**src/sv/assert_macros.svh**
```systemverilog
// assertion helpers, compiled out when SYNTH is defined
`ifndef ASSERT_MACROS_SVH
`define ASSERT_MACROS_SVH
`ifndef SYNTH
`define SVPWM_ASSERT_IMPL(lbl, clk, rstn, ante, cons, msg) \
  lbl: assert property (@(posedge clk) disable iff (!rstn) (ante) |-> (cons)) else $error(msg);
`define SVPWM_ASSERT_NEXT(lbl, clk, rstn, ante, cons, msg) \
  lbl: assert property (@(posedge clk) disable iff (!rstn) (ante) |=> (cons)) else $error(msg);
`else
`define SVPWM_ASSERT_IMPL(lbl, clk, rstn, ante, cons, msg)
`define SVPWM_ASSERT_NEXT(lbl, clk, rstn, ante, cons, msg)
`endif
`endif

```
**src/sv/svpwm_pkg.sv**
```systemverilog
package svpwm_pkg;

  localparam int SAMPLE_WIDTH_DEF = 16;
  localparam int FRAC    = 30;
  // q6.30 intermediates with headroom for the clarke and offset sums
  localparam int QW      = 36;
  localparam int BETA_W  = 33;
  localparam int SQ3_W   = 32;
  localparam int PROD_W  = BETA_W + SQ3_W;
  localparam int DUTY_W  = 16;
  localparam logic signed [SQ3_W-1:0] SQ3 = 32'sd1859775393;

  typedef struct packed {
    logic signed [QW-1:0] alpha;
    logic signed [QW-1:0] beta;
  } ab_t;

  typedef struct packed {
    logic signed [QW-1:0] w1;
    logic signed [QW-1:0] w2;
    logic signed [QW-1:0] w3;
  } wave_t;

endpackage

```
**src/sv/svpwm_park.sv**
```systemverilog
`include "assert_macros.svh"

module svpwm_park #(
  parameter int SAMPLE_WIDTH = svpwm_pkg::SAMPLE_WIDTH_DEF
) (
  input  logic                           clk_i,
  input  logic                           rst_ni,
  input  logic                           valid_i,
  output logic                           ready_o,
  input  logic signed [SAMPLE_WIDTH-1:0] volt_d_i,
  input  logic signed [SAMPLE_WIDTH-1:0] volt_q_i,
  input  logic signed [SAMPLE_WIDTH-1:0] angle_sine_i,
  input  logic signed [SAMPLE_WIDTH-1:0] angle_cosine_i,
  output logic                           valid_o,
  input  logic                           ready_i,
  output svpwm_pkg::ab_t                 ab_o
);

  localparam int QW = svpwm_pkg::QW;
  localparam int PW = 2 * SAMPLE_WIDTH;
  localparam int FB = 2 * (SAMPLE_WIDTH - 1);
  localparam int RS = (FB > svpwm_pkg::FRAC) ? FB - svpwm_pkg::FRAC : 0;
  localparam int LS = (FB < svpwm_pkg::FRAC) ? svpwm_pkg::FRAC - FB : 0;
  localparam int EW = PW + LS + 2;
  localparam logic [EW-1:0] HALF = EW'((64'd1 << RS) >> 1);

  logic va_q, vb_q;
  logic rdy_a, rdy_b;
  logic signed [PW-1:0] p_dc_q, p_qs_q, p_ds_q, p_qc_q;
  svpwm_pkg::ab_t ab_q;

  // rescale a raw sample product to 30 fraction bits, round half up
  function automatic logic signed [QW-1:0] to_q30(input logic signed [PW-1:0] p);
    logic signed [EW-1:0] x;
    x = EW'(p);
    x = x <<< LS;
    x = x + $signed(HALF);
    return QW'(x >>> RS);
  endfunction

  assign rdy_b   = !vb_q || ready_i;
  assign rdy_a   = !va_q || rdy_b;
  assign ready_o = rdy_a;
  assign valid_o = vb_q;
  assign ab_o    = ab_q;

  always_ff @(posedge clk_i or negedge rst_ni) begin
    if (!rst_ni) begin
      va_q <= 1'b0;
      vb_q <= 1'b0;
    end else begin
      if (rdy_a) va_q <= valid_i;
      if (rdy_b) vb_q <= va_q;
    end
  end

  always_ff @(posedge clk_i) begin
    if (rdy_a && valid_i) begin
      p_dc_q <= volt_d_i * angle_cosine_i;
      p_qs_q <= volt_q_i * angle_sine_i;
      p_ds_q <= volt_d_i * angle_sine_i;
      p_qc_q <= volt_q_i * angle_cosine_i;
    end
    if (rdy_b && va_q) begin
      ab_q.alpha <= to_q30(p_dc_q) - to_q30(p_qs_q);
      ab_q.beta  <= to_q30(p_ds_q) + to_q30(p_qc_q);
    end
  end

  `SVPWM_ASSERT_NEXT(park_hold_a, clk_i, rst_ni, vb_q && !ready_i, vb_q && $stable(ab_q),
                     "park output changed while stalled")

endmodule

```
**config.mk**
```make
export PLATFORM = sky130hd
export DESIGN_NAME = svpwm_park
export DESIGN_NICKNAME = d
export VERILOG_FILES = /design/src/sv/svpwm_pkg.sv /design/src/sv/svpwm_park.sv
export VERILOG_INCLUDE_DIRS = /design/src /design/src/sv
export SDC_FILE = /design/constraint.sdc
export NUM_CORES = 2
export LEC_CHECK = 0
export BUFFER_PORTS_ARGS = -buffer_cell sky130_fd_sc_hd__buf_4
export CELL_PAD_IN_SITES_DETAIL_PLACEMENT = 1
export CELL_PAD_IN_SITES_GLOBAL_PLACEMENT = 1
export CORE_ASPECT_RATIO = 0.6
export CORE_MARGIN = 4
export CORE_UTILIZATION = 52
export DETAILED_ROUTE_END_ITERATION = 10
export PLACE_DENSITY = 0.9
export SETUP_SLACK_MARGIN = 0.3
export SLEW_MARGIN = 30
export SYNTH_ARGS = -nofsm -noshare
export SYNTH_HDL_FRONTEND = slang
export SYNTH_SLANG_ARGS = --single-unit
```
**constraint.sdc**
```tcl
create_clock -name clk_i -period 4.8 [get_ports clk_i]
set_clock_uncertainty 0.2 [all_clocks]
set_input_delay 1.2 -clock clk_i [delete_from_list [all_inputs] [get_ports clk_i]]
set_output_delay 1.2 -clock clk_i [all_outputs]
set_load 0.05 [all_outputs]
```
==> out/qor.yml, run 1 <==
ys_dominant_reg_cell: "edfxtp_1"
cts.sinks: 196
yosysUniqueCellTypes: 81
mappedNetlistArea_um2: 48600
htree_num_levels: 4
run.stop_error: "[ERROR GRT-0232] Routing congestion too high. Check the congestion heatmap in the GUI."
floorplan.io_pins: 142
initial_utilization_pct: 52.7
placementRows: 86
grt_util_all_layers_pct: 83.9
synth-seq-area-share_pct: 12.1
synth_area_leader_cell: "fa_1"
dp_hpwl_um: 165000
synth.avg_cell_area_um2: 9.66
ys_top_cells_by_area: "fa_1 (43%), edfxtp_1 (12%), ha_1 (10%), inv_1 (9.5%), and2_1 (6.6%)"
setup_ws_pre_cts_ns: -2.89
dieWidth_um: 403
ctsRootBufferMaster: "clkbuf_16"
die_y_um: 245
synth_top_area_share_pct: 43.3
placed_cells: 6840
stop_stage: "global routing (5_1_grt)"
synthCells: 5029
bufs_on_longest_clock_path: 2
cts_buffers: 17
overflow_left_after_global_routing: 523
syn_nets: 6539
synth.ff_latch_count: 196
synthTopCellsByCount: "inv_1 (1232), fa_1 (1050), nand2_1 (520)"
gpl.final_weighted_congestion: 0.933
outcome: "did not finish"
pin_count_of_the_biggest_net_entering_global_routing: 110
synth_edf_count: 194
async_flop_share_pct: 1.02
synthMostInstantiatedCell: "inv_1"
count_of_input_and_output_buffers: 141
yosysWarningCount: 0
-- kinds of logic after synthesis --
family | share of synthesized area (%)
XOR/XNOR | 3.50
AND/OR/NAND/NOR | 13.4
AO/OA/AOI/OAI | 6.42
flip-flops | 12.1
buffers and inverters | 11.2
adder cells (fa/ha/maj) | 53.4
multiplexers | 0.0206
-- routing by layer --
metal,track usage (%),GRT overflow
met4,82.4,193
met5,65.1,5
met3,78.7,39
met1,82.2,31
met2,92.5,255
-- through the flow --
stage               cell area (um2)  TNS (ns)  hold WS (ns)
floorplan                     50800   -122.32         0.249
global placement              56900   -185.25         0.267
detailed placement            56900   -215.60         0.302
CTS                           59500   -157.43         0.245
-- repair_timing --
item                       CTS
hold buffers                 0
pin swaps                  172
gates cloned                 1
setup buffers               75
resized for setup          343
setup endpoints to repair  105
==> inputs of run 2 (changes only) <==
- CELL_PAD_IN_SITES_DETAIL_PLACEMENT: 1 -> default
- CELL_PAD_IN_SITES_GLOBAL_PLACEMENT: 1 -> default
- CORE_ASPECT_RATIO: 0.6 -> default
- CORE_UTILIZATION: 52 -> 40
- PLACE_DENSITY: 0.9 -> default
- PLACE_DENSITY_LB_ADDON: default -> 0.15
- SETUP_SLACK_MARGIN: 0.3 -> default
==> out/qor.yml, run 2 <==
outcome: "finished with violations"
violations: "negative setup slack"
die_area_um2: 127000
rsz0062_at_grt: "yes"
mappedNetlistArea_um2: 48600
period_minus_slack_ns: 6.71
critical_path_required_ns: 4.89
crit_family: "adder cells"
floorplan.io_pins: 142
grt_antenna_before_repair: 6
die_y_um: 356
insertion_delay_ns: 0.53
dp_hpwl_um: 111000
overflow_left_after_global_routing: 0
synthTopCellsByCount: "inv_1 (1232), fa_1 (1050), nand2_1 (520)"
via_count_of_the_first_global_routing_pass: 38300
ctsRootBufferMaster: "clkbuf_16"
finalCritPeriodShare_pct: 140
htree_num_levels: 4
placed_cells: 7256
synth-seq-area-share_pct: 12.1
finalWirelength_um: 137000
crit_chain: "buf_12, and2_4, fa_1, inv_1, fa_1, fa_1, inv_2, fa_1, fa_1, inv_1, fa_1, inv_2, ha_4, a211o_1, nor4_2, nand3_2, and2_4, a221o_1, a211o_1, a21oi_2, xnor2_1"
cts-hold-fix-buffers: 0
fmax_mhz: 149
placed_area_um2: 57600
layout_setup_ws_ns: -1.91
setup_ws_pre_cts_ns: -2.61
final-setup-viol-count: 98
final_area_um2: 61700
reg2reg_from: "p_ds_q[0]"
crit_path_top_delay_cell: "fa_1"
pin_count_of_the_biggest_net_entering_global_routing: 129
nets: 7266
synth_area_leader_cell: "fa_1"
async_flop_share_pct: 1.02
detail_route.first_pass.iterations: 5
cts.sinks: 196
initial_utilization_pct: 40.4
final_cell_mix: "inv_1 (1170), fa_1 (1007), buf_4 (697)"
synth_top_area_share_pct: 43.3
slew_headroom_pct: 43.0
yosysUniqueCellTypes: 81
bufs_on_longest_clock_path: 2
largest_reg_flops: 66
cap_viol_max_count: 0
area_delta_synth_final_pct: 27.2
count_of_input_and_output_buffers: 141
timing.critical_path.arrival_ns: 6.79
post_route_drc: 0
placeable_core_area_um2: 120000
synthCells: 5029
average_vias_per_placed_instance: 4.82
ys_top_cells_by_area: "fa_1 (43%), edfxtp_1 (12%), ha_1 (10%), inv_1 (9.5%), and2_1 (6.6%)"
cts.clk_slew.worst_paths_ns: 0.09
cp_max_fo: 17
synth_edf_count: 194
critical-path-max-stage-delay_ns: 0.54
crit_path_start: "volt_d_i[8]"
syn_nets: 6539
detail-route-antenna-nets: 0
report.final.hold_viol_count: 0
final_layout_size_suffix_gt1_share_pct: 25.1
gpl.final_weighted_congestion: 0.846
dieWidth_um: 356
count_of_buffering_cells_on_the_critical_path_with_inverters_included: 5
synth.ff_latch_count: 196
finish.utilization_pct: 51.3
kind_of_end_point_of_the_critical_path: "flip-flop"
cts_buffers: 17
worst_path_most_repeated_cell: "fa_1"
grt_util_all_layers_pct: 21.9
yosysWarningCount: 0
placementRows: 127
mostFrequentLayoutCell: "inv_1"
synth.avg_cell_area_um2: 9.66
start_kind: "input pin"
drt_first_iter_violations: 1780
vias: 35600
ys_dominant_reg_cell: "edfxtp_1"
worst_slew_pin_slew_ns: 0.854
first_pass_grt_wire_length_um: 214000
synthMostInstantiatedCell: "inv_1"
final_cells: 7387
tritoncts: "yes"
wl_per_cell_um: 18.6
min-delay-path-class: "input pin to async pin"
report.final.slew_viol_count: 0
path_class: "input pin to flip-flop"
run 2: cell counts after synthesis:
Identical to the previous run, type by type.
run 2: cells by family after synthesis:
logic type                 Yosys count  share of synthesized area (%)
AOI/OAI and AO/OA                  461                           6.42
xor gates and xnor gates           194                           3.50
adders and majority gates         1442                           53.4
buffers and inverters             1439                           11.2
DFF                                196                           12.1
muxes                                1                         0.0206
and+or+nand+nor                   1296                           13.4
run 2: path summary, 6_finish.rpt:
path                                    to  cells past startpoint  slack, ns
worst max-delay path            p_dc_q[31]                     21      -1.91
worst min-delay path                  va_q                      1       0.24
worst max register to register    ab_o[28]                     12       1.21
worst min register to register     valid_o                      1       0.30
max in group asynchronous          valid_o                      1       4.08
min in group clk_i                 valid_o                      1       0.30
run 2: timing repair:
item                                    in CTS  in global routing
gates cloned                                 6                 11
gates resized for setup                    300                254
buffers inserted                            32                 80
endpoints found under the setup margin     100                 99
pin swaps                                  143                231
run 2: area by class of cell:
cell class / count / area (um2)
diodes: 6 / 15.0
inverters: 1232 / 4630
flip-flops and latches: 196 / 5880
multi-input cells: 3394 / 39800
clock inverters: 15 / 180
clock buffers: 17 / 425
repair buffers: 915 / 8810
fillers: 11200 / 58500
well taps: 1612 / 2020
run 2: stage by stage:
| step | setup TNS [ns] | hold slack, ns |
|---|---|---|
| 2_1_floorplan | -122.32 | 0.249 |
| 3_3_place_gp | -192.13 | 0.270 |
| 3_5_place_dp | -195.50 | 0.279 |
| 4_1_cts | -119.28 | 0.185 |
| 5_1_grt | -138.61 | 0.202 |
| 6_report | -126.09 | 0.238 |
run 2: worst reg2reg max path, stage by stage (launching register included):
cell and delay [ns]:
edfxtp_1 0.44, ha_1 0.25, inv_1 0.07, fa_1 0.24, nor2b_1 0.06, o21ai_0 0.25
a21boi_0 0.20, o41a_1 0.40, a21oi_1 0.43, a311oi_1 0.25, nor2b_1 0.27, o21bai_1 0.11
xor2_1 0.17
run 2: metal layers:
| metal | global-route usage [%] | up-vias | wire length [um] |
|---|---|---|---|
| met5 | 0 | - | 0 |
| met4 | 4.28 | 0 | 2850 |
| met3 | 2.68 | 104 | 5750 |
| met2 | 36.7 | 553 | 66400 |
| met1 | 30.7 | 18400 | 62200 |
| li1 | - | 16500 | - |
Power of run 2 is left out: the tool's default activity adds up to more than one toggle a clock period on the data nets, which glitch-free logic cannot reach.
