**config.mk**
```make
export PLATFORM = sky130hd
export DESIGN_NAME = svpwm_clarke
export DESIGN_NICKNAME = d
export VERILOG_FILES = /design/src/sv/svpwm_pkg.sv /design/src/sv/svpwm_clarke.sv
export VERILOG_INCLUDE_DIRS = /design/src /design/src/sv
export SDC_FILE = /design/constraint.sdc
export NUM_CORES = 2
export LEC_CHECK = 0
export ABC_AREA = 0
export BUFFER_PORTS_ARGS = -buffer_cell sky130_fd_sc_hd__buf_2
export CAP_MARGIN = 15
export CORE_ASPECT_RATIO = 0.7
export CORE_MARGIN = 1.5
export CORE_UTILIZATION = 55
export CTS_BUF_LIST = sky130_fd_sc_hd__clkbuf_4
export DETAILED_ROUTE_END_ITERATION = 12
export PLACE_DENSITY_LB_ADDON = 0.15
export SYNTH_ARGS = -nofsm -noshare
export SYNTH_HDL_FRONTEND = slang
export SYNTH_SLANG_ARGS = --single-unit
```
**constraint.sdc**
```tcl
create_clock -name clk_i -period 11.75 [get_ports clk_i]
set_input_delay 2.35 -clock clk_i [delete_from_list [all_inputs] [get_ports clk_i]]
set_output_delay 2.35 -clock clk_i [all_outputs]
set_load 0.05 [all_outputs]
```
**src/sv/assert_macros.svh**
```systemverilog
// assertion helpers, compiled out when SYNTH is defined
`ifndef ASSERT_MACROS_SVH
`define ASSERT_MACROS_SVH
`ifndef SYNTH
`define SVPWM_ASSERT_IMPL(lbl, clk, rstn, ante, cons, msg) \
  lbl: assert property (@(posedge clk) disable iff (!rstn) (ante) |-> (cons)) else $error(msg);
`define SVPWM_ASSERT_NEXT(lbl, clk, rstn, ante, cons, msg) \
  lbl: assert property (@(posedge clk) disable iff (!rstn) (ante) |=> (cons)) else $error(msg);
`else
`define SVPWM_ASSERT_IMPL(lbl, clk, rstn, ante, cons, msg)
`define SVPWM_ASSERT_NEXT(lbl, clk, rstn, ante, cons, msg)
`endif
`endif

```
**src/sv/svpwm_pkg.sv**
```systemverilog
package svpwm_pkg;

  localparam int SAMPLE_WIDTH_DEF = 16;
  localparam int FRAC    = 30;
  // q6.30 intermediates with headroom for the clarke and offset sums
  localparam int QW      = 36;
  localparam int BETA_W  = 33;
  localparam int SQ3_W   = 32;
  localparam int PROD_W  = BETA_W + SQ3_W;
  localparam int DUTY_W  = 16;
  localparam logic signed [SQ3_W-1:0] SQ3 = 32'sd1859775393;

  typedef struct packed {
    logic signed [QW-1:0] alpha;
    logic signed [QW-1:0] beta;
  } ab_t;

  typedef struct packed {
    logic signed [QW-1:0] w1;
    logic signed [QW-1:0] w2;
    logic signed [QW-1:0] w3;
  } wave_t;

endpackage

```
**src/sv/svpwm_clarke.sv**
```systemverilog
`include "assert_macros.svh"

module svpwm_clarke (
  input  logic             clk_i,
  input  logic             rst_ni,
  input  logic             valid_i,
  output logic             ready_o,
  input  svpwm_pkg::ab_t   ab_i,
  output logic             valid_o,
  input  logic             ready_i,
  output svpwm_pkg::wave_t wave_o
);

  localparam int QW     = svpwm_pkg::QW;
  localparam int PROD_W = svpwm_pkg::PROD_W;
  localparam int BETA_W = svpwm_pkg::BETA_W;
  localparam int FRAC   = svpwm_pkg::FRAC;
  localparam logic signed [PROD_W-1:0] RND = PROD_W'(1) <<< (FRAC - 1);

  logic vc_q, vd_q;
  logic rdy_c, rdy_d;
  logic signed [PROD_W-1:0] prod_q;
  logic signed [QW-1:0]     alpha_q;
  logic signed [PROD_W-1:0] prod_rnd;
  logic signed [QW-1:0]     t;
  svpwm_pkg::wave_t         wave_q;

  assign rdy_d   = !vd_q || ready_i;
  assign rdy_c   = !vc_q || rdy_d;
  assign ready_o = rdy_c;
  assign valid_o = vd_q;
  assign wave_o  = wave_q;

  assign prod_rnd = prod_q + RND;
  assign t        = QW'(prod_rnd >>> FRAC);

  always_ff @(posedge clk_i or negedge rst_ni) begin
    if (!rst_ni) begin
      vc_q <= 1'b0;
      vd_q <= 1'b0;
    end else begin
      if (rdy_c) vc_q <= valid_i;
      if (rdy_d) vd_q <= vc_q;
    end
  end

  always_ff @(posedge clk_i) begin
    if (rdy_c && valid_i) begin
      // beta stays within 33 bits, so the top bits are sign copies
      prod_q  <= $signed(ab_i.beta[BETA_W-1:0]) * svpwm_pkg::SQ3;
      alpha_q <= ab_i.alpha;
    end
    if (rdy_d && vc_q) begin
      wave_q.w1 <= alpha_q;
      wave_q.w2 <= (t - alpha_q + QW'(1)) >>> 1;
      wave_q.w3 <= (-t - alpha_q + QW'(1)) >>> 1;
    end
  end

  // both halves round the same way, so the three waves sum to zero or one
  `SVPWM_ASSERT_IMPL(wave_sum_a, clk_i, rst_ni, vd_q,
                     (wave_q.w1 + wave_q.w2 + wave_q.w3) == 0 ||
                     (wave_q.w1 + wave_q.w2 + wave_q.w3) == 1,
                     "three-phase waves do not balance")

endmodule

```
======== Word-level counts from Yosys, hierarchy flattened ========
Cells that the tools add are included.
cells by class
  reductions and logical operators ........ 6
  div/mod/pow operators ................... 0
  mux-type cells .......................... 0
  magnitude comparators ................... 0
  add/subtract/negate cells ............... 6
  multiply operators ...................... 1
  bitwise gates (word level) .............. 0
  equal/unequal tests ..................... 0
  shift operators ......................... 0
operators with widths
  kind                    count
  $add 36x2->36 const B   2
  $add 65x31->65 const B  1
  $mul 33x32->65 const B  1
  $neg 35->36             1
  $sub 35x36->36          1
  $sub 36x36->36          1
  $logic_and 1x1->1       2
  $logic_not 1->1         2
  $logic_or 1x1->1        2
word-level totals
  bits in registers ....................... 209
  bits in read-only memories .............. 0
  bits of input ports ..................... 76
  bits in latches ......................... 0
  memory bits (writable) .................. 0
  word-level logic and storage cells ...... 20
  memories kept ........................... 0

======== Logic depth before layout (Yosys ltp) ========
  word-level depth ........................ 4
  depth in mapped cells ................... 26
  gate-level depth less buffers ........... 26

======== Worst setup path before layout ========
OpenSTA, ideal clock, no wires.
  path type ............................... input port to flip-flop
  start point ............................. input ab_i[32] in the netlist's numbering
  end point ............................... register prod_q[57] (data pin)
  setup time .............................. 261 ps
  path slack .............................. 2,562 ps
  stages on the path ...................... 25
  arrival time ............................ 8,926 ps
  cell sequence ........................... clkbuf_1 -> inv_1 -> fa_1 -> inv_1 -> ha_1 -> inv_1 -> fa_1 -> inv_1 -> fa_1 -> fa_1 -> fa_1 -> fa_1 -> ha_1 -> ha_1 -> clkbuf_1 -> a21o_1 -> a21o_1 -> a21o_1 -> a21oi_1 -> o211ai_1 -> a21oi_2 -> o21ba_2 -> nor2_1 -> or3_1 -> xor2_1
between the ends
  longest elaborated chain between the ends .. 1
RTL lines
  element                 line                source
  start: declaration      svpwm_clarke.sv:8   input svpwm_pkg::ab_t ab_i,
  $mul 33x32->65          svpwm_clarke.sv:50  prod_q <= $signed(ab_i.beta[BETA_W-1:0]) * svpwm_pkg::SQ3;
  end signal: assignment  svpwm_clarke.sv:50
  end: declaration        svpwm_clarke.sv:22  logic signed [PROD_W-1:0] prod_q;
Every way passes these cells.
A chain may end at the register's enable or synchronous reset.

======== Worst setup path after layout ========
  start point ............................. input ab_i[14] in the netlist's numbering
  end point ............................... register prod_q[64] (data pin)
Same word-level chain as after synthesis.

==> results by stage <==
Setup path:
- The number of cells on the worst reg-to-reg path is 18.
- For flop-to-flop paths, the worst setup slack is 6020 ps.
- For the worst setup path, the data arrival time is approximately 10000 ps.
- The required time of the critical path is 12,050 ps.
- The endpoint identified for the worst register-to-register timing path is wave_o[34].
- The top fanout value on the critical path is 6.
- In this run the critical register-to-register path is launched from prod_q[29].
- By startpoint and endpoint, the worst setup path is classified as input pin to flop.
- The kind of start point of the critical path is an input pin.
- The worst setup path is captured at a flop.

Placement:
- The number of buffers inserted by port buffering is approximately 180.
- The placement-stage cell area is 31,410 µm².
- The post-detailed-placement half-perimeter wirelength is slightly below 70,000 µm.
- The congestion estimate from routability-driven global placement came to 0.9785.

Route:
- The final antenna-violating net count is 0.
- Summed over all layers, the routed wires come to about 76,000 µm.
- The first-pass iteration count of the detailed router is 6.
- The number of vias in the routed layout is 19,720.
- For this run, design rule violations remaining after detail routing come to 0.
- After detailed routing, the number of vias per cell comes to 5.365.
- The routed length per instance is roughly 21 µm.
- The first-iteration detailed-routing DRC count is 1,526.

CTS:
- The number of buffers created by CTS is 17.
- TritonCTS built the clock tree.
- The insertion delay of the later-clocked pin in the worst-skew pair is 600 ps.
- The post-cts repair resize count is 0.
- The total clock sinks is 180.
- The number of levels in the clock H-tree is 4.
- In this run, post-CTS hold repair placed 0 buffers.
- The root cell of the clock tree is clkbuf_4.
- The clock passes through at most 2 buffers.
- The clock transition at the registers of the reported paths is 170 ps.
- The number of setup buffers added after CTS is 0.

Logic synthesis:
- The count of cell types in the netlist is 62.
- The synthesized area per cell is 10.76 µm².
- Synthesis inferred 180 register bits.
- Counting flops with a built-in enable in the synthesized netlist gives 178.
- The Yosys step of the flow raised 0 warnings.
- The top flip-flop cell by instance count after synthesis is edfxtp_1.
- The sequential cell area fraction in the yosys report is 0.1820.
- After technology mapping, the gate count stands at 2,755.
- In the synthesized netlist the async set-or-reset flop fraction comes to 0.01111.
- Summing every instance area after synthesis gives 29,640 µm².
- Counting every net in the synthesized netlist gives 3,816.

Cells and area:
- The final layout net count is 4,003.
- After routing the design area is 31,680 µm².
- The synthesis-to-layout area growth is 6.877%.
- The library cell used most frequently in the layout, excluding fill and tap cells, is inv_1.
- The number of antenna diodes in the final layout is 0.
- In the layout the commonest cells are inv_1 (752), fa_1 (493), ha_1 (492).
- After filler insertion, the fill cell instance count of the layout stands at 4,569.
- In the final layout, the share of cells above drive strength 1 is 0.08054.
- The utilization after layout is 0.6008.

Global route:
- The pin count of the biggest net entering global routing is 76.
- The wire length of the first global-routing pass is about 120,000 µm.
- In the global route stage, overall resource usage came out at 0.2835.
- The number of antenna violations at the first check in global routing is 2.
- The global-route congestion overflow total is 0.
- The via count of the first global-routing pass is 20,190.

STA:
- The setup TNS after final layout is 0 ps.
- In this run the tightest slew margin relative to its limit is 0.3015.
- The tightest hold path in the finished design has a slack of approximately 440 ps.
- The part of the cycle the worst path needs is 0.8010.
- Setup repair after global routing left no endpoint under its margin.
- For the finished layout, the period the worst path requires is around 9400 ps.
- Clock skew on the completed layout was measured at 29.39 ps.
- The slew of the pin with the lowest slew margin is approximately 1000 ps.
- The timing-limited maximum frequency is 106.3 MHz.
- The count of endpoints failing setup in the final report is 0.
- The count of pins over their slew limit is 0.
- The total count of hold-check failures in the final report came to 0.

Floorplan:
- The core area is around 53,000 µm².
- The cell row count is 70.
- The top-level I/O count is 186.
- The area of the die is around 55,000 µm².
- The floorplan die width is about 280 µm.
- For this configuration, the core starts out at a cell density of 0.5621.
- The vertical extent of the die is 197.2 µm.

Worst hold path:
- The worst hold path begins at alpha_q[22].
- The path with the worst hold slack has its endpoint at wave_o[94].
- The number of cells traversed by the worst hold path is 0.
- The path type of the worst min-delay path is flop to flop.

Status:
- The flow ran to the end, and the final reports show no timing, DRC or antenna violations.

Flow run:
- The number of max-cap violations is 0.
==> layer usage <==
layer | vias to the layer above | share of wire | global-route usage
met5 | - | 0.00025 | 0
met2 | 593 | 0.42 | 0.4102
met3 | 54 | 0.091 | 0.08492
met1 | 9948 | 0.47 | 0.4256
met4 | 2 | 0.013 | 0.04605
li1 | 9121 | - | -
==> worst max-delay path, stage by stage <==
cell,delay (ps)
buf_2,320
ha_1,360
ha_1,320
a21oi_1,380
fa_1,490
fa_1,500
inv_1,110
fa_1,520
fa_1,460
fa_1,480
ha_1,330
ha_1,350
a21oi_1,210
o21ai_0,200
or3_1,410
nand3_1,190
o21ai_1,180
a31o_2,330
a31oi_1,360
a31oi_1,170
xnor2_1,650
==> through the flow <==
stage / setup slack [ps] / std cells
2_1_floorplan: 2562 / 2755
4_1_cts: 2486 / 3675
6_report: 2339 / 3675
3_3_place_gp: 1915 / 3643
3_5_place_dp: 1853 / 3643
5_1_grt: 2157 / 3675
==> cell usage after synthesis (4+ instances only) <==
| cell | n | area [µm²] |
|---|---|---|
| o21a_1 | 15 | 112.6 |
| a31oi_1 | 15 | 93.84 |
| o21ai_1 | 4 | 20.02 |
| o211ai_1 | 6 | 45.04 |
| edfxtp_1 | 178 | 5345 |
| xor2_1 | 75 | 656.9 |
| o21ai_0 | 51 | 255.2 |
| and2_1 | 11 | 68.82 |
| and4_1 | 6 | 52.55 |
| a221oi_1 | 4 | 35.03 |
| ha_1 | 492 | 6156 |
| o21bai_1 | 15 | 112.6 |
| a21o_1 | 61 | 457.9 |
| xnor2_1 | 113 | 989.7 |
| nand3_1 | 29 | 145.1 |
| a21oi_1 | 128 | 640.6 |
| nand4_1 | 21 | 131.4 |
| clkbuf_1 | 14 | 52.55 |
| o31ai_1 | 4 | 30.03 |
| or3_1 | 8 | 50.05 |
| or2_2 | 4 | 25.02 |
| nor2_1 | 63 | 236.5 |
| inv_1 | 752 | 2823 |
| and3_1 | 16 | 100.1 |
| nor2b_1 | 15 | 93.84 |
| a22oi_1 | 7 | 52.55 |
| fa_1 | 493 | 9869 |
| a211oi_1 | 11 | 82.58 |
| nand2b_1 | 14 | 87.58 |
| nand2_1 | 65 | 244.0 |
| nor3_1 | 16 | 80.08 |
| a31o_2 | 5 | 43.79 |
| a21boi_0 | 4 | 30.03 |
==> cell type report <==
cell class,count,area (µm²),share of cell area
Clock buffer,18,135.1,0.004266
Inverter,752,2823,0.08911
Timing Repair Buffer,185,933.4,0.02947
Sequential cell,180,5395,0.1703
Multi-Input combinational cell,1806,21350,0.6741
Clock inverter,14,136.4,0.004305
Tap cell,720,900.9,0.02844
==> flip-flops by register name, summed over array words and instances (netlist names) <==
signal,flops
alpha_q,36
prod_q,36
valid_o,1
vc_q,1
wave_o,106
==> worst max-delay path by stage <==
stage | endpoint | slack (ps) | start
after floorplan | prod_q[57] | 2560 | ab_i[32]
after global placement | prod_q[64] | 1920 | ab_i[31]
after detailed placement | prod_q[64] | 1850 | ab_i[31]
after CTS | prod_q[64] | 2490 | ab_i[31]
after global routing | prod_q[64] | 2160 | ab_i[13]
final | prod_q[64] | 2340 | ab_i[14]
==> cell families after synthesis <==
kind of cell	share of synthesized area
AND/OR/NAND/NOR	0.04758
AO/OA/AOI/OAI	0.07413
XOR/XNOR	0.05758
flip-flops	0.1820
buffers and inverters	0.09768
multiplexers	0.0003377
adder cells (fa/ha/maj)	0.5407
Power is not shown: default switching activity piles up to over one toggle a cycle in this logic, so the estimate is an artifact.
