**src/sv/assert_macros.svh**
```systemverilog
// assertion helpers, compiled out when SYNTH is defined
`ifndef ASSERT_MACROS_SVH
`define ASSERT_MACROS_SVH
`ifndef SYNTH
`define SVPWM_ASSERT_IMPL(lbl, clk, rstn, ante, cons, msg) \
  lbl: assert property (@(posedge clk) disable iff (!rstn) (ante) |-> (cons)) else $error(msg);
`define SVPWM_ASSERT_NEXT(lbl, clk, rstn, ante, cons, msg) \
  lbl: assert property (@(posedge clk) disable iff (!rstn) (ante) |=> (cons)) else $error(msg);
`else
`define SVPWM_ASSERT_IMPL(lbl, clk, rstn, ante, cons, msg)
`define SVPWM_ASSERT_NEXT(lbl, clk, rstn, ante, cons, msg)
`endif
`endif

```
**src/sv/svpwm_pkg.sv**
```systemverilog
package svpwm_pkg;

  localparam int SAMPLE_WIDTH_DEF = 16;
  localparam int FRAC    = 30;
  // q6.30 intermediates with headroom for the clarke and offset sums
  localparam int QW      = 36;
  localparam int BETA_W  = 33;
  localparam int SQ3_W   = 32;
  localparam int PROD_W  = BETA_W + SQ3_W;
  localparam int DUTY_W  = 16;
  localparam logic signed [SQ3_W-1:0] SQ3 = 32'sd1859775393;

  typedef struct packed {
    logic signed [QW-1:0] alpha;
    logic signed [QW-1:0] beta;
  } ab_t;

  typedef struct packed {
    logic signed [QW-1:0] w1;
    logic signed [QW-1:0] w2;
    logic signed [QW-1:0] w3;
  } wave_t;

endpackage

```
**src/sv/svpwm_inject.sv**
```systemverilog
module svpwm_inject (
  input  logic                               clk_i,
  input  logic                               rst_ni,
  input  logic                               valid_i,
  output logic                               ready_o,
  input  svpwm_pkg::wave_t                   wave_i,
  output logic                               valid_o,
  input  logic                               ready_i,
  output logic [svpwm_pkg::DUTY_W-1:0]       duty_a_o,
  output logic [svpwm_pkg::DUTY_W-1:0]       duty_b_o,
  output logic [svpwm_pkg::DUTY_W-1:0]       duty_c_o
);

  localparam int QW     = svpwm_pkg::QW;
  localparam int DUTY_W = svpwm_pkg::DUTY_W;
  localparam int FRAC   = svpwm_pkg::FRAC;
  localparam int DSH    = FRAC - (DUTY_W - 1);
  localparam logic signed [QW:0] ONE  = (QW+1)'(1) <<< FRAC;
  localparam logic signed [QW:0] DRND = (QW+1)'(1) <<< (DSH - 1);
  localparam logic signed [QW:0] DMAX = ((QW+1)'(1) <<< DUTY_W) - (QW+1)'(1);

  logic ve_q, vf_q;
  logic rdy_e, rdy_f;
  logic signed [QW-1:0] hi, lo;
  logic signed [QW:0]   hl;
  svpwm_pkg::wave_t     wave_q;
  logic signed [QW-1:0] off_q;
  logic [DUTY_W-1:0]    da_q, db_q, dc_q;

  // clamp to [-1,1] and map onto [0,1] duty with full scale saturated
  function automatic logic [DUTY_W-1:0] to_duty(input logic signed [QW-1:0] w,
                                                input logic signed [QW-1:0] off);
    logic signed [QW:0] s;
    logic signed [QW:0] d;
    s = w + off;
    if (s > ONE) s = ONE;
    else if (s < -ONE) s = -ONE;
    d = (s + ONE + DRND) >>> DSH;
    if (d > DMAX) d = DMAX;
    return d[DUTY_W-1:0];
  endfunction

  always_comb begin
    hi = wave_i.w1;
    if (wave_i.w2 > hi) hi = wave_i.w2;
    if (wave_i.w3 > hi) hi = wave_i.w3;
    lo = wave_i.w1;
    if (wave_i.w2 < lo) lo = wave_i.w2;
    if (wave_i.w3 < lo) lo = wave_i.w3;
  end

  assign hl = hi + lo;

  assign rdy_f    = !vf_q || ready_i;
  assign rdy_e    = !ve_q || rdy_f;
  assign ready_o  = rdy_e;
  assign valid_o  = vf_q;
  assign duty_a_o = da_q;
  assign duty_b_o = db_q;
  assign duty_c_o = dc_q;

  always_ff @(posedge clk_i or negedge rst_ni) begin
    if (!rst_ni) begin
      ve_q <= 1'b0;
      vf_q <= 1'b0;
    end else begin
      if (rdy_e) ve_q <= valid_i;
      if (rdy_f) vf_q <= ve_q;
    end
  end

  always_ff @(posedge clk_i) begin
    if (rdy_e && valid_i) begin
      wave_q <= wave_i;
      off_q  <= QW'((-hl + (QW+1)'(1)) >>> 1);
    end
    if (rdy_f && ve_q) begin
      da_q <= to_duty(wave_q.w1, off_q);
      db_q <= to_duty(wave_q.w2, off_q);
      dc_q <= to_duty(wave_q.w3, off_q);
    end
  end

endmodule
```
**config.mk**
```make
export PLATFORM = sky130hd
export DESIGN_NAME = svpwm_inject
export DESIGN_NICKNAME = d
export VERILOG_FILES = /design/src/sv/assert_macros.svh /design/src/sv/svpwm_pkg.sv /design/src/sv/svpwm_inject.sv
export SDC_FILE = /design/constraint.sdc
export NUM_CORES = 1
export LEC_CHECK = 0
export ABC_CLOCK_PERIOD_IN_PS = 20600
export BUFFER_PORTS_ARGS = -buffer_cell sky130_fd_sc_hd__clkbuf_2
export CORE_MARGIN = 1.5
export CORE_UTILIZATION = 55
export DETAILED_ROUTE_END_ITERATION = 8
export MAX_ROUTING_LAYER = met4
export PLACE_DENSITY = 0.72
export SLEW_MARGIN = 10
export SYNTH_ARGS = -nofsm -noshare
export SYNTH_HDL_FRONTEND = slang
export SYNTH_SLANG_ARGS = --single-unit
```
**constraint.sdc**
```tcl
create_clock -name clk_i -period 20.6 [get_ports clk_i]
set_clock_uncertainty 0.15 [all_clocks]
set_input_delay 4.12 -clock clk_i [delete_from_list [all_inputs] [get_ports clk_i]]
set_output_delay 4.12 -clock clk_i [all_outputs]
set_load 0.01 [all_outputs]
```
* Word-level counts from Yosys, hierarchy flattened
Index checks and enable logic that the tools add are counted.
** Storage, ports and cells
- Output and inout port bits :: 50
- Register bits after elaboration :: 194
** Operators by class
- Order comparisons :: 13
- Multiplexer cells :: 13
- Add/sub/neg operators :: 12
- Reduce and logical (&&, ||, !) cells :: 6
** Operators by type and width (number)
- 2-to-1 mux 37 bit :: 9
- adder 36 x 36 -> 37 bit :: 4
- 2-to-1 mux 36 bit :: 4
- adder 37 x 16 -> 37 bit, second input constant :: 3
- adder 37 x 32 -> 37 bit, second input constant :: 3
- greater-than comparator 37 x 32 -> 1 bit, second input constant :: 3
- < comparator 37 x 31 -> 1 bit, second input constant :: 3
- greater-than comparator 36 bit :: 2
- < comparator 36 bit :: 2
- greater-than comparator 22 x 17 -> 1 bit, second input constant :: 3
- adder 37 x 2 -> 37 bit, second input constant :: 1
- negator 37 bit :: 1
- logical AND 1 bit :: 2
- logical NOT 1 bit :: 2
- logical OR 1 bit :: 2

* Logic depth before layout (Yosys ltp)
Gate-level depths: netlist of run 1.
- Depth in word-level cells :: 8
- Depth in mapped cells :: 46
- Gate-level depth less buffers :: 44

* Worst setup path before layout of run 1
OpenSTA, ideal clock, no wires.
- Path kind :: input-to-reg
- Start point :: in wave_i[106] (netlist name)
- End point :: reg off_q[34] (data pin)
- Buffers on the path :: 3
- Data required time :: 20.187 ns
- Library setup time :: 0.263 ns
- Slack :: 6.751 ns
- Stages on the path :: 42
- Arrival time :: 13.437 ns
- Path through :: inv_1 > ha_1 > nand4_1 > or2_2 > or4_1 > o221ai_1 > mux2i_1 > o21bai_1 > clkbuf_1 > buf_1 > mux2i_1 > ha_1 > a21o_1 > a21o_1 > a21o_1 > a21o_1 > a21o_1 > a21o_1 > (+6 left out) > a21oi_1 > ha_1 > inv_1 > ha_1 > fa_1 > a21o_1 > a21oi_1 > o211ai_1 > a21bo_2 > o221a_2 > o211ai_1 > a21oi_1 > o21ai_0 > a21boi_0 > o31a_1 > or4_1 > a311oi_1 > xnor2_1
** On the way
- Word-level cells in the longest chain between the ends :: 7
- Elaborated cells on any way between the ends :: 11
- Those cells by class :: 3 x add/sub; 4 x order compare; 4 x mux
** Ends and longest elaborated chain
- start, declared :: RTL line svpwm_inject.sv:6 : input svpwm_pkg::wave_t wave_i,
- greater-than comparator 36 bit or < comparator 36 bit (tied branches) :: RTL line svpwm_inject.sv:45, svpwm_inject.sv:48
- 2-to-1 mux 36 bit (on tied branches) :: RTL line svpwm_inject.sv:45, svpwm_inject.sv:48
- greater-than comparator 36 bit or < comparator 36 bit (tied branches) :: RTL line svpwm_inject.sv:46, svpwm_inject.sv:49
- 2-to-1 mux 36 bit (on tied branches) :: RTL line svpwm_inject.sv:46, svpwm_inject.sv:49
- adder 36 x 36 -> 37 bit * :: RTL line svpwm_inject.sv:52 : assign hl = hi + lo;
- negator 37 bit * :: RTL line svpwm_inject.sv:75 : off_q <= QW'((-hl + (QW+1)'(1)) >>> 1);
- adder 37 x 2 -> 37 bit * :: RTL line svpwm_inject.sv:75
- end signal, assigned :: RTL line svpwm_inject.sv:75
- end, declared :: RTL line svpwm_inject.sv:27 : logic signed [QW-1:0] off_q;
Every way passes the cells marked *; elsewhere a longest branch is shown, timed or not.
A chain may end at the register's enable or synchronous reset.

* Final worst setup path of run 1
- Start point :: in wave_i[107] (netlist name)
- End point :: reg off_q[34] (data pin)
Same word-level chain as after synthesis.

==> results.toml, run 1 <==
[die]
core-area_sq_um = 39700
num_rows = 73
fp.dieW_microns = 204
start_util = 0.557
die_h_microns = 204
die_area_sq_um = 41400
ios = 162

[setup_path]
rrSetupSlack_ns = 11.73
crit_arrival_ns = 14.89
worst-path-buf-inv = 5
crit_cells = 41
reg2reg_depth = 24
crit-reg2reg-launch = "off_q[18]"
endpoint_kind = "register"
worstPathRequired_ns = 20.68
slowest_delay_ns = 0.62
worstSetupPathType = "primary input to register"
worst_setup_path_start_kind = "primary input"
slowest_stage = "or4_1"
path_common_cell = "a21oi_1"
worstReg2RegEnd = "duty_a_o[5]"
cp_top_family = "compound AO/OA/AOI/OAI gates"
cp_max_fo = 72

[run_status]
status = "finished, final reports clean"

[timing]
tightestPinTransition_ns = 1.17
slew_headroom = 0.216
whs_ns = 0.325
post-route-period-util = 0.719
drv_slew = 0
max_freq_ghz = 0.0675
tns_ns = 0
rsz0062_at_grt = "false"
finalHoldViolCount = 0
finalSetupViolCount = 0
finalCriticalPeriod_ns = 14.81

[placement]
dp.cells = 3188
gp_congestion = 1.06
hpwl_microns = 57700
port_buffers = 161

[cells_and_area]
area_delta_synth_final_pct = 8.17
final_net_count = 3089
fillers = 3523
drive_gt1_frac = 0.114
seq_area_sq_um = 5820
post-route-util = 0.602
final_cells = 3220
multi_input_area_sq_um = 15500
diodes = 0

[cts]
clock_latency_ns = 0.48
hold_buffers = 0
cts_buffer_depth = 2
tritoncts = "yes"
cts_buffers = 17
ctsResizeCount = 0
cts-htree-levels = 4
numClockSinks = 194
cts-root-buf = "clkbuf_16"
post_cts_buffers = 0
clk_pin_slew_ns = 0.08

[route]
wire_per_inst_microns = 21.7
routed_via_density = 6.57
drt-pass1-iter-count = 6
ant_nets = 0
dr_total_vias = 21200
drc_errors = 0
wl_microns = 69900
dr.first_iter.drc_count = 2077

[power]
combPwrFrac = 0.742
p_per_area_nw_per_um2 = 171
p_clk_frac = 0.083
cellLeakagePower_nw = 10.1
internal_power_mw = 1.93
power.switching_mw = 2.18
swShare = 0.531
vdd_ir_drop_max_mv = 0.103
seqPwrFrac = 0.174

[yosys]
ys_ff_latch = 194
ys_seq_area_frac = 0.263
synth.top_cell.area_share = 0.261
async_reset_ff_frac = 0.0103
synth_cell_type_count = 92
ys_warn_count = 0
syn_nets = 2986
syn_inst = 2579
synth_edf_count = 192
syn_area_sq_um = 22100
synth_top_area_cell = "edfxtp_1"
synth_top_flop_cell = "edfxtp_1"
ys_top_cells_by_area = "edfxtp_1 (26%), ha_1 (16%), a21oi_1 (5.2%)"
avgSynthCellArea_sq_um = 8.58

[global_routing]
grt_pass1_wl_microns = 107000
gr-usage-all-layers = 0.345
grt_util_met1 = 0.470
antenna_found_initial = 0
grt_use_met3 = 0.0465
grt_pass1_vias = 19300
overflow = 0
grt_max_degree = 87
grt_busiest_layer = "met2"
use_met2 = 0.527

[hold_path]
hold_class = "register to register"
hold_depth = 1
hold-path-endpoint = "valid_o"
min_from = "ve_q"

[run]
drv_cap = 0
==> kinds of logic after synthesis <==
logic type,after synthesis,synth area share
compound gates,828,0.248
xor+xnor,118,0.0467
fa+ha+maj,295,0.168
buf+inv,222,0.0395
flops,194,0.263
mux,94,0.0446
simple gates,828,0.191
==> cells in the mapped netlist (all sizes together), types with 9 or more instances <==
library cell and number:
o2111ai 10, nand3 51, a211o 9, inv 137, o211ai 28, o21a 40
buf 19, nand4 53, mux2i 57, and3 29, mux2 37, a21oi 230
o211a 12, o31a 12, or4 13, o221ai 9, a31oi 40, o21ai 175
clkbuf 66, nand2 205, nor3 75, a21boi 9, o21bai 18, xor2 41
ha 291, nand2b 39, o311ai 9, or3 20, nor2 191, xnor2 77
a2111oi 14, nor4b 9, nor4 30, edfxtp 192, and2 27, o31ai 12
a211oi 31, nor2b 25, or2 27, a21o 99
==> power by group through the flow <==
stage / sequential (mW) / clock (mW) / combinational [mW]
global route: 0.721 / 0.357 / 3.34
CTS: 0.711 / 0.344 / 2.99
global placement: 0.719 / 0 / 2.90
detailed placement: 0.720 / 0 / 2.97
finish: 0.715 / 0.341 / 3.05
floorplan: 0.692 / 0 / 2.24
==> layout make-up <==
class / count / area share
inverters: 137 / 0.0215
clock inverters: 15 / 0.00727
well taps: 525 / 0.0274
multi-input cells: 2163 / 0.647
flip-flops and latches: 194 / 0.243
clock buffers: 17 / 0.0178
repair buffers: 169 / 0.0362
==> state kept, by name, summed over array words and instances, names as in the netlist <==
| name | count |
|---|---|
| wave_q | 108 |
| off_q | 36 |
| duty_a_o | 16 |
| duty_b_o | 16 |
| duty_c_o | 16 |
| valid_o | 1 |
| ve_q | 1 |
==> layer usage <==
metal | vias up | part of all wire
li1 | 10000 | -
met3 | 131 | 0.082
met2 | 894 | 0.44
met5 | - | 0
met1 | 10100 | 0.45
met4 | 0 | 0.031
==> cells in the final DEF, fill, tap and decap left out, types with 11 or more instances in the layout <==
cell type	n
ha_1	291
a21oi_1	228
nand2_1	205
edfxtp_1	192
nor2_1	191
o21ai_0	163
clkbuf_2	161
inv_1	137
a21o_1	99
xnor2_1	77
nor3_1	72
mux2i_1	56
nand4_1	52
nand3_1	51
xor2_1	41
o21a_1	40
a31oi_1	40
nand2b_1	39
mux2_2	37
and3_1	29
o211ai_1	28
a211oi_1	27
or2_2	27
nor4_1	26
nor2b_1	25
and2_1	24
or3_1	19
o21bai_1	17
clkbuf_16	17
o31a_1	12
a2111oi_0	12
o211a_1	12
or4_1	12
o21ai_1	11
o31ai_1	11
==> worst max path at each step <==
stage	endpoint	slack (ns)	startpoint
detailed placement	off_q[34]	5.54	wave_i[107]
floorplan	off_q[34]	6.75	wave_i[106]
global route	off_q[34]	5.24	wave_i[107]
global placement	off_q[34]	5.77	wave_i[107]
finish	off_q[34]	5.79	wave_i[107]
CTS	off_q[34]	5.96	wave_i[107]
==> per-stage QoR <==
step | setup WS, ns | area (sq um) | power (mW)
2_1_floorplan | 6.75 | 22100 | 2.93
3_5_place_dp | 5.54 | 23300 | 3.69
5_1_grt | 5.24 | 23900 | 4.42
3_3_place_gp | 5.77 | 23300 | 3.62
6_report | 5.79 | 23900 | 4.10
4_1_cts | 5.96 | 23900 | 4.04
No activity file was read; power rests on OpenSTA's default activity.
==> inputs of run 2 (changes only) <==
--- a/config.mk
+++ b/config.mk
@@ -5,7 +5,8 @@
 export SDC_FILE = /design/constraint.sdc
 export NUM_CORES = 1
 export LEC_CHECK = 0
-export ABC_CLOCK_PERIOD_IN_PS = 20600
+export ABC_AREA = 1
+export ABC_CLOCK_PERIOD_IN_PS = 14800
 export BUFFER_PORTS_ARGS = -buffer_cell sky130_fd_sc_hd__clkbuf_2
 export CORE_MARGIN = 1.5
 export CORE_UTILIZATION = 55
==> constraint.sdc (replaced) <==
create_clock -name clk_i -period 14.8 [get_ports clk_i]
set_clock_uncertainty 0.15 [all_clocks]
set_input_delay 2.96 -clock clk_i [delete_from_list [all_inputs] [get_ports clk_i]]
set_output_delay 2.96 -clock clk_i [all_outputs]
set_load 0.01 [all_outputs]
==> run 2 against run 1 <==
Net effect:
- flip-flop and latch count is the same
- utilization grew 0.19 points
- register-to-register slack lost 2.8 ns
- total power grew 57%
- cell area grew 9.2%
- hold slack gained 0.037 ns
- count of clock-buffer cells in the layout grew 1
- sequential power grew 52%
- clock power grew 43%
- worst setup slack lost 2.3 ns
- critical path depth is the same
- sequential share of layout area shrank 2.1 points
- critical endpoint is now off_q[32]
- largest cell class unchanged
- largest power group unchanged
==> results.toml, run 2 <==
[run_status]
status = "finished, final reports clean"

[setup_path]
cp_max_fo = 71
slowest_delay_ns = 0.58
worst_setup_path_start_kind = "primary input"
rrSetupSlack_ns = 8.95
worstPathRequired_ns = 14.92
endpoint_kind = "register"
crit_cells = 41
slowest_stage = "a211oi_1"
worst-path-buf-inv = 3
crit_arrival_ns = 11.40
worstSetupPathType = "primary input to register"
reg2reg_depth = 34
cp_top_family = "compound AO/OA/AOI/OAI gates"

[timing]
slew_headroom = 0.286
finalHoldViolCount = 0
tns_ns = 0
whs_ns = 0.363
max_freq_ghz = 0.0887
fin_ws_ns = 3.53
drv_slew = 0
rsz0062_at_grt = "false"
finalCriticalPeriod_ns = 11.27
finalSetupViolCount = 0
post-route-period-util = 0.762
tightestPinTransition_ns = 1.07

[global_routing]
grt_pass1_vias = 22400
grt_pass1_wl_microns = 122000
antenna_found_initial = 1
grt_max_degree = 87
gr-usage-all-layers = 0.368
overflow = 0

[power]
power.switching_mw = 3.71
combPwrFrac = 0.754
p_per_area_nw_per_um2 = 246
cellLeakagePower_nw = 13.7
p_clk_frac = 0.076
total_power_mw = 6.42
internal_power_mw = 2.71
vdd_ir_drop_max_mv = 0.175
swShare = 0.578
seqPwrFrac = 0.170

[cells_and_area]
final_common_cell = "nand2_1"
diodes = 0
fillers = 4369
largest_reg_flops = 108
top_regs = "wave_q: 108 flops, off_q: 36 flops"
design_area_sq_um = 26100
drive_gt1_frac = 0.0919
largest-register = "wave_q"
area_delta_synth_final_pct = 8.03
layout_common_cells = "nand2_1 (1303), inv_1 (547), nor2_1 (351)"
final_net_count = 4321

[hold_path]
hold_class = "register to register"
hold_depth = 2

[route]
wire_per_inst_microns = 17.5
routed_via_density = 5.42
dr_total_vias = 24400
drc_errors = 0
ant_nets = 0
drt-pass1-iter-count = 8
dr.first_iter.drc_count = 2226
wl_microns = 78800

[yosys]
synth_commonest_cells = "nand2_1 (1307), inv_1 (548), nor2_1 (351), ha_1 (291), nand3_1 (237)"
ys_warn_count = 0
syn_inst = 3774
syn_area_sq_um = 24200
synth.most_common_cell = "nand2_1"
avgSynthCellArea_sq_um = 6.41
async_reset_ff_frac = 0.0103
synth_cell_type_count = 60
synth_top_area_cell = "edfxtp_1"
synth.top_cell.area_share = 0.238
synth_top_flop_cell = "edfxtp_1"
ys_seq_area_frac = 0.240
synth_edf_count = 192
syn_nets = 4181
ys_top_cells_by_area = "edfxtp_1 (24%), nand2_1 (20%), ha_1 (15%)"
ys_ff_latch = 194

[die]
core-area_sq_um = 43300
num_rows = 76
start_util = 0.559
fp.dieW_microns = 213
die_area_sq_um = 45300
ios = 162
die_h_microns = 213

[placement]
hpwl_microns = 67400
port_buffers = 161
gp_congestion = 1.03
post-place-ws_ns = 3.04
placed_area_sq_um = 25600

[cts]
cts-root-buf = "clkbuf_16"
cts-htree-levels = 4
cts_buffers = 17
ctsResizeCount = 0
numClockSinks = 194
hold_buffers = 0
tritoncts = "yes"
clock_latency_ns = 0.51
post_cts_buffers = 0
cts_buffer_depth = 2
clk_pin_slew_ns = 0.10

[run]
drv_cap = 0
run 2: cell count changes after synthesis, sizes merged, moves of 37 or more:
cell    previous run  this run
nand2            205      1382
inv              137       569
nand3             51       250
nor2             191       379
a21o              99         4
mux2i             57         0
xnor2             77        27
a21oi            230       181
nor3              75        28
nand2b            39         1
mux2              37         0
run 2: path summary, 6_finish.rpt:
kind                              from     endpoint
min in group asynchronous       rst_ni      valid_o
min                               ve_q      valid_o
max in group asynchronous       rst_ni      valid_o
min reg2reg                       ve_q      valid_o
max reg2reg                   off_q[0]  duty_c_o[4]
max                        wave_i[101]    off_q[32]
run 2: logic make-up after synthesis:
logic type | synth area share
xor+xnor | 0.0304
fa+ha+maj | 0.154
simple gates | 0.381
compound gates | 0.0947
flops | 0.240
buf+inv | 0.100
run 2: per-stage QoR:
| stage | cells | utilization |
|---|---|---|
| final | 4512 | 0.604 |
| after floorplan | 3774 | - |
| after CTS | 4512 | 0.604 |
| after detailed placement | 4480 | 0.591 |
| after global placement | 4480 | 0.591 |
| after global routing | 4512 | 0.604 |
run 2: cell type report:
cell class              count  area [sq um]  share of cell area
repair buffers            168           858              0.0328
well taps                 585           732              0.0280
multi-input cells        2958         16000               0.611
inverters                 575          2160              0.0827
flip-flops and latches    194          5820               0.222
clock inverters            14           165             0.00632
clock buffers              18           429              0.0164
run 2: worst reg2reg max path, delay by kind of cell (launching register included):
kind | cells | cell delay (ns)
simple gates | 27 | 3.55
fa+ha+maj | 3 | 0.84
buf+inv | 4 | 0.63
flops | 1 | 0.42
run 2: layer usage:
metal | part of all wire | global-route usage | wire length, microns | up-vias
met1 | 0.45 | 0.483 | 35300 | 10900
met5 | 0 | - | 0 | -
li1 | - | - | - | 12500
met3 | 0.069 | 0.0516 | 5430 | 133
met4 | 0.035 | 0.133 | 2760 | 0
met2 | 0.45 | 0.579 | 35300 | 852
run 2: power by group through the flow:
stage / combinational (mW) / sequential (mW) / clock, mW
floorplan: 3.71 / 1.03 / 0
global route: 5.48 / 1.10 / 0.513
detailed placement: 4.76 / 1.09 / 0
CTS: 4.78 / 1.08 / 0.493
finish: 4.85 / 1.09 / 0.488
global placement: 4.74 / 1.09 / 0
